### src/rtl/iee_pkg.sv
package iee_pkg;

   localparam int MAX_TERMS  = 256;
   localparam int MAX_QUBITS = 32;

   localparam int ADDR_W   = (MAX_TERMS > 1) ? $clog2(MAX_TERMS) : 1;
   localparam int CNT_W    = $clog2(MAX_TERMS + 1);
   localparam int QIDX_W   = (MAX_QUBITS > 1) ? $clog2(MAX_QUBITS) : 1;
   localparam int QCNT_W   = $clog2(MAX_QUBITS + 1);

   localparam int OP_W     = 2;
   localparam int TERM_W   = 8;
   localparam int QUBIT_W  = 5;
   localparam int CODE_W   = 2;
   localparam int COEF_W   = 32;
   localparam int ASSIGN_W = 32;
   localparam int ENERGY_W = 48;
   localparam int ERROR_W  = 2;

   localparam int TERMS_CFG_W  = 9;
   localparam int QUBITS_CFG_W = 6;
   localparam int CSR_IDX_W    = 1;
   localparam int CSR_DATA_W   = 9;

   localparam logic [OP_W-1:0] OP_WR_COEF = 2'd0;
   localparam logic [OP_W-1:0] OP_WR_CODE = 2'd1;
   localparam logic [OP_W-1:0] OP_EVAL    = 2'd2;

   localparam logic [CODE_W-1:0] PAULI_I = 2'd0;
   localparam logic [CODE_W-1:0] PAULI_X = 2'd1;
   localparam logic [CODE_W-1:0] PAULI_Y = 2'd2;
   localparam logic [CODE_W-1:0] PAULI_Z = 2'd3;

   localparam logic [CSR_IDX_W-1:0] CSR_TERMS  = 1'd0;
   localparam logic [CSR_IDX_W-1:0] CSR_QUBITS = 1'd1;

   typedef enum logic [ERROR_W-1:0] {
      ERR_NONE   = 2'd0,
      ERR_XY     = 2'd1,
      ERR_ZCOUNT = 2'd2
   } error_type;

   typedef struct packed {
      logic start;
      logic issue;
      logic wr_coef;
      logic wr_code;
      logic load_rsp;
   } ctrl_cmd_type;

   typedef struct packed {
      logic n_zero;
      logic issue_last;
      logic pipe_busy;
      logic rsp_free;
   } dp_status_type;

endpackage

### src/rtl/iee_ctrl.sv
module iee_ctrl (
   input  logic                          clock,
   input  logic                          reset,
   input  logic                          req_valid,
   output logic                          req_ready,
   input  logic [iee_pkg::OP_W-1:0]      req_op,
   input  iee_pkg::dp_status_type        status,
   output iee_pkg::ctrl_cmd_type         cmd
);

   typedef enum logic [3:0] {
      S_IDLE  = 4'b0001,
      S_RUN   = 4'b0010,
      S_DRAIN = 4'b0100,
      S_DONE  = 4'b1000
   } state_type;

   state_type state_ff, state_in;
   logic      accept;

   assign req_ready = (state_ff == S_IDLE);
   assign accept    = req_valid && req_ready;

   always_comb begin
      state_in = state_ff;
      cmd      = '0;
      unique case (state_ff)
         S_IDLE: begin
            if (accept) begin
               cmd.wr_coef = (req_op == iee_pkg::OP_WR_COEF);
               cmd.wr_code = (req_op == iee_pkg::OP_WR_CODE);
               if (req_op == iee_pkg::OP_EVAL) begin
                  cmd.start = 1'b1;
                  state_in  = status.n_zero ? S_DRAIN : S_RUN;
               end
            end
         end
         S_RUN: begin
            cmd.issue = 1'b1;
            if (status.issue_last) begin
               state_in = S_DRAIN;
            end
         end
         S_DRAIN: begin
            if (!status.pipe_busy) begin
               state_in = S_DONE;
            end
         end
         S_DONE: begin
            if (status.rsp_free) begin
               cmd.load_rsp = 1'b1;
               state_in     = S_IDLE;
            end
         end
         default: state_in = S_IDLE;
      endcase
   end

   always_ff @(posedge clock) begin
      if (reset) begin
         state_ff <= S_IDLE;
      end else begin
         state_ff <= state_in;
      end
   end

   a_eval_leaves_idle: assert property (@(posedge clock) disable iff (reset)
      accept && (req_op == iee_pkg::OP_EVAL) |=> (state_ff != S_IDLE))
      else $error("evaluate did not start");

   a_done_after_drain: assert property (@(posedge clock) disable iff (reset)
      (state_ff == S_DONE) |-> !status.pipe_busy)
      else $error("done with pipeline busy");

endmodule
### config.mk
export PLATFORM = sky130hd
export DESIGN_NAME = iee_ctrl
export DESIGN_NICKNAME = d
export VERILOG_FILES = /design/src/rtl/iee_pkg.sv /design/src/rtl/iee_ctrl.sv
export SDC_FILE = /design/constraint.sdc
export NUM_CORES = 1
export LEC_CHECK = 0
export BUFFER_PORTS_ARGS = -buffer_cell sky130_fd_sc_hd__clkbuf_2
export CORE_AREA = 2 2 39 41
export CTS_CLUSTER_SIZE = 28
export DETAILED_ROUTE_END_ITERATION = 10
export DIE_AREA = 0 0 41 43
export PLACE_DENSITY = 0.51
export RECOVER_POWER = 100
export SYNTH_ARGS = -nofsm -noshare
export SYNTH_HDL_FRONTEND = slang
export SYNTH_SLANG_ARGS = --single-unit
### constraint.sdc
create_clock -name clock -period 2.8 [get_ports clock]
set_input_delay 0 -clock clock [delete_from_list [all_inputs] [get_ports clock]]
set_output_delay 0 -clock clock [all_outputs]
set_load 0.01 [all_outputs]
==> impl_metrics.ini <==
[run_status]
status = finished clean

[synthesis]
synthTopCellsByArea = dfxtp_1 (25%), nor4b_4 (7.4%), o21ai_0 (6.2%)
synth_xor_area_share_pct = 2.724
yosys.area_share.simple_pct = 44.36
yosysSeqAreaShare_pct = 24.90
netlist_instances = 37
synth-compound-area-share_pct = 26.85
synth_edf_count = 0
synth-main-ff-cell = dfxtp_1
synth_common_cells = dfxtp_1 (4), o21ai_0 (4), a21oi_1 (3), nor2_1 (3)
synthAdderAreaFrac_pct = 0
synth_cell_types = 23
netlist_area_um2 = 321.6
synth_nets = 46
synth_top_family_by_area = simple AND/OR/NAND/NOR gates
synthArstFlopShare_pct = 0
yosysWarningCount = 0
ys_seq_elements = 4
syn_avg_cell_area_um2 = 8.691
synth_top_area_share_pct = 24.90
synth_mux_area_share_pct = 0
synth_area_leader_cell = dfxtp_1

[layout]
fin_area_um2 = 439.2
largest_register_ffs = 4
final_util_pct = 31.74
top_regs = state_ff x4
fin_cells = 72
diodes = 0
drive_gt1_share_pct = 33.93
n_fill_cell = 161
top_register = state_ff
nets = 67
area_growth_pct = 36.58

[worst_setup_path]
path_max_fanout = 8
required_ns = 2.93
timing.rr.start = state_ff[1]
arrival_ns = 1.87
cp-end-kind = flip-flop
critPathKind = flip-flop to flip-flop
crit_chain = or3b_1 > a211oi_1 > nor3_1 > o21ba_2
cpMaxStageDelayCell = dfxtp_1
max_stage_delay_ns = 0.49
crit_start = state_ff[1]
worstSetupStartpointType = flip-flop

[power]
ir_worst_vdd_uv = 229.9
powerDensity_nw_per_um2 = 595.5
leakagePower_nw = 0.1813
p_total_uw = 261.5

[hold_path]
worstHoldStart = status[2]
hold_path_class = input pin to flip-flop

[clocking]
path_clk_slew_ns = 0.04
cts_sinks = 4
cts_tree = yes
ctsLongestPathBuffers = 2
post_cts_buffers = 0
cts_made_buffers = 3
htree_levels = 1
insertion_delay_ns = 0.23
cts-root-buf = clkbuf_4

[grt]
grt_pass1_wl_um = 1242
grt_max_degree = 10
gr-total-overflow = 0
grt_antenna_before_repair = 0
track_usage_pct = 11.11
grt_pass1_vias = 314

[routing]
maxUsedRoutingLayer = met4
drc = 0
finalWirelength_um = 783
route.antenna.remaining_nets = 0
via_count = 372
drt-initial-drc-count = 11
met2_wirelength_um = 334
first_pass_iters = 4
drt-wirelength-per-cell_um = 10.88
route.met3.wl_um = 50
vias_per_cell = 5.167
wl_met1_um = 378

[place]
placedInstanceArea_um2 = 411.6
dp_cells = 67
hpwl_um = 622.1
io_buffers = 14
place_congestion = 0.8161

[timing]
fin_skew_ns = 0.003623
rsz0062_at_grt = false
finalHoldViolations = 0
setup_viol = 0
fin_crit_sh_pct = 62.15
slew_headroom_pct = 59.96
timing.final.crit_period_ns = 1.740
slew_violations = 0
fin_tns_setup_ns = 0
fmax_mhz = 574.6
tightest_slew_ns = 0.5923

[floorplan]
die-area_um2 = 1763
die_h_um = 43
start_util_pct = 23.24
ios = 15
die_w_um = 41
row_count = 14
core-area_um2 = 1384

[flow_run]
cap_violations = 0
through the flow:
stage               hold WS, ns  worst slack, ns
finish                  0.07670            1.060
global route            0.06710           0.9765
CTS                     0.06344            1.157
detailed placement       0.2302            1.208
global placement         0.2396            1.197
floorplan               0.04948            1.362
worst max-delay path: cells and delay by family (launching register included):
family / cells / cell delay (ns)
flops: 1 / 0.49
simple gates: 2 / 0.51
compound gates: 2 / 0.64
area by class of cell:
cell class                 count  area, um^2  share of cell area (%)
multi-input combinational     32       226.5                   51.57
timing repair buffer          16       86.33                   19.66
sequential                     4       80.08                   18.23
tap                           16       20.02                   4.558
inverter                       1       3.754                  0.8547
clock buffer                   3       22.52                   5.128
cells by family after synthesis:
logic type,after synthesis
DFF,4
xor gates and xnor gates,1
AOI/OAI and AO/OA,12
buffers and inverters,1
and+or+nand+nor,19
layer usage:
layer	vias up	GRT usage [%]
li1	185	-
met1	168	14.33
met2	17	13.13
met3	2	4.712
met4	0	10.00
met5	-	0
layout by cell type (no fill, tap or decap), drive strengths merged:
cell,instances
or3b,1
a22o,1
o41ai,1
clkbuf,17
o21ba,1
dlygate4sd3,2
nor4b,3
xor2,1
nor3,2
nor2,3
nor3b,1
a211oi,1
a211o,1
nand2b,1
dfxtp,4
nand3b,2
and2,2
or3,1
inv,1
o21ai,4
or4b,1
a21oi,3
nand2,2
worst paths after layout:
check           endpoint  slack (ns)  cells after the start
max          state_ff[3]        1.06                      4
min reg2reg  state_ff[2]        0.61                      2
max reg2reg  state_ff[3]        1.06                      4
min          state_ff[1]        0.08                      4
repair_timing:
action                    4_1_cts  5_1_grt
resized for setup               0        0
hold endpoints to repair        2        0
hold buffers                    2        0
power breakdown:
part           switching (mW)  total, mW  internal (mW)
Combinational          0.0517      0.106         0.0545
Clock                  0.0224     0.0703         0.0479
Sequential             0.0186     0.0851         0.0665
Total                  0.0927      0.262          0.169
Power figures use the tool's default switching activity.
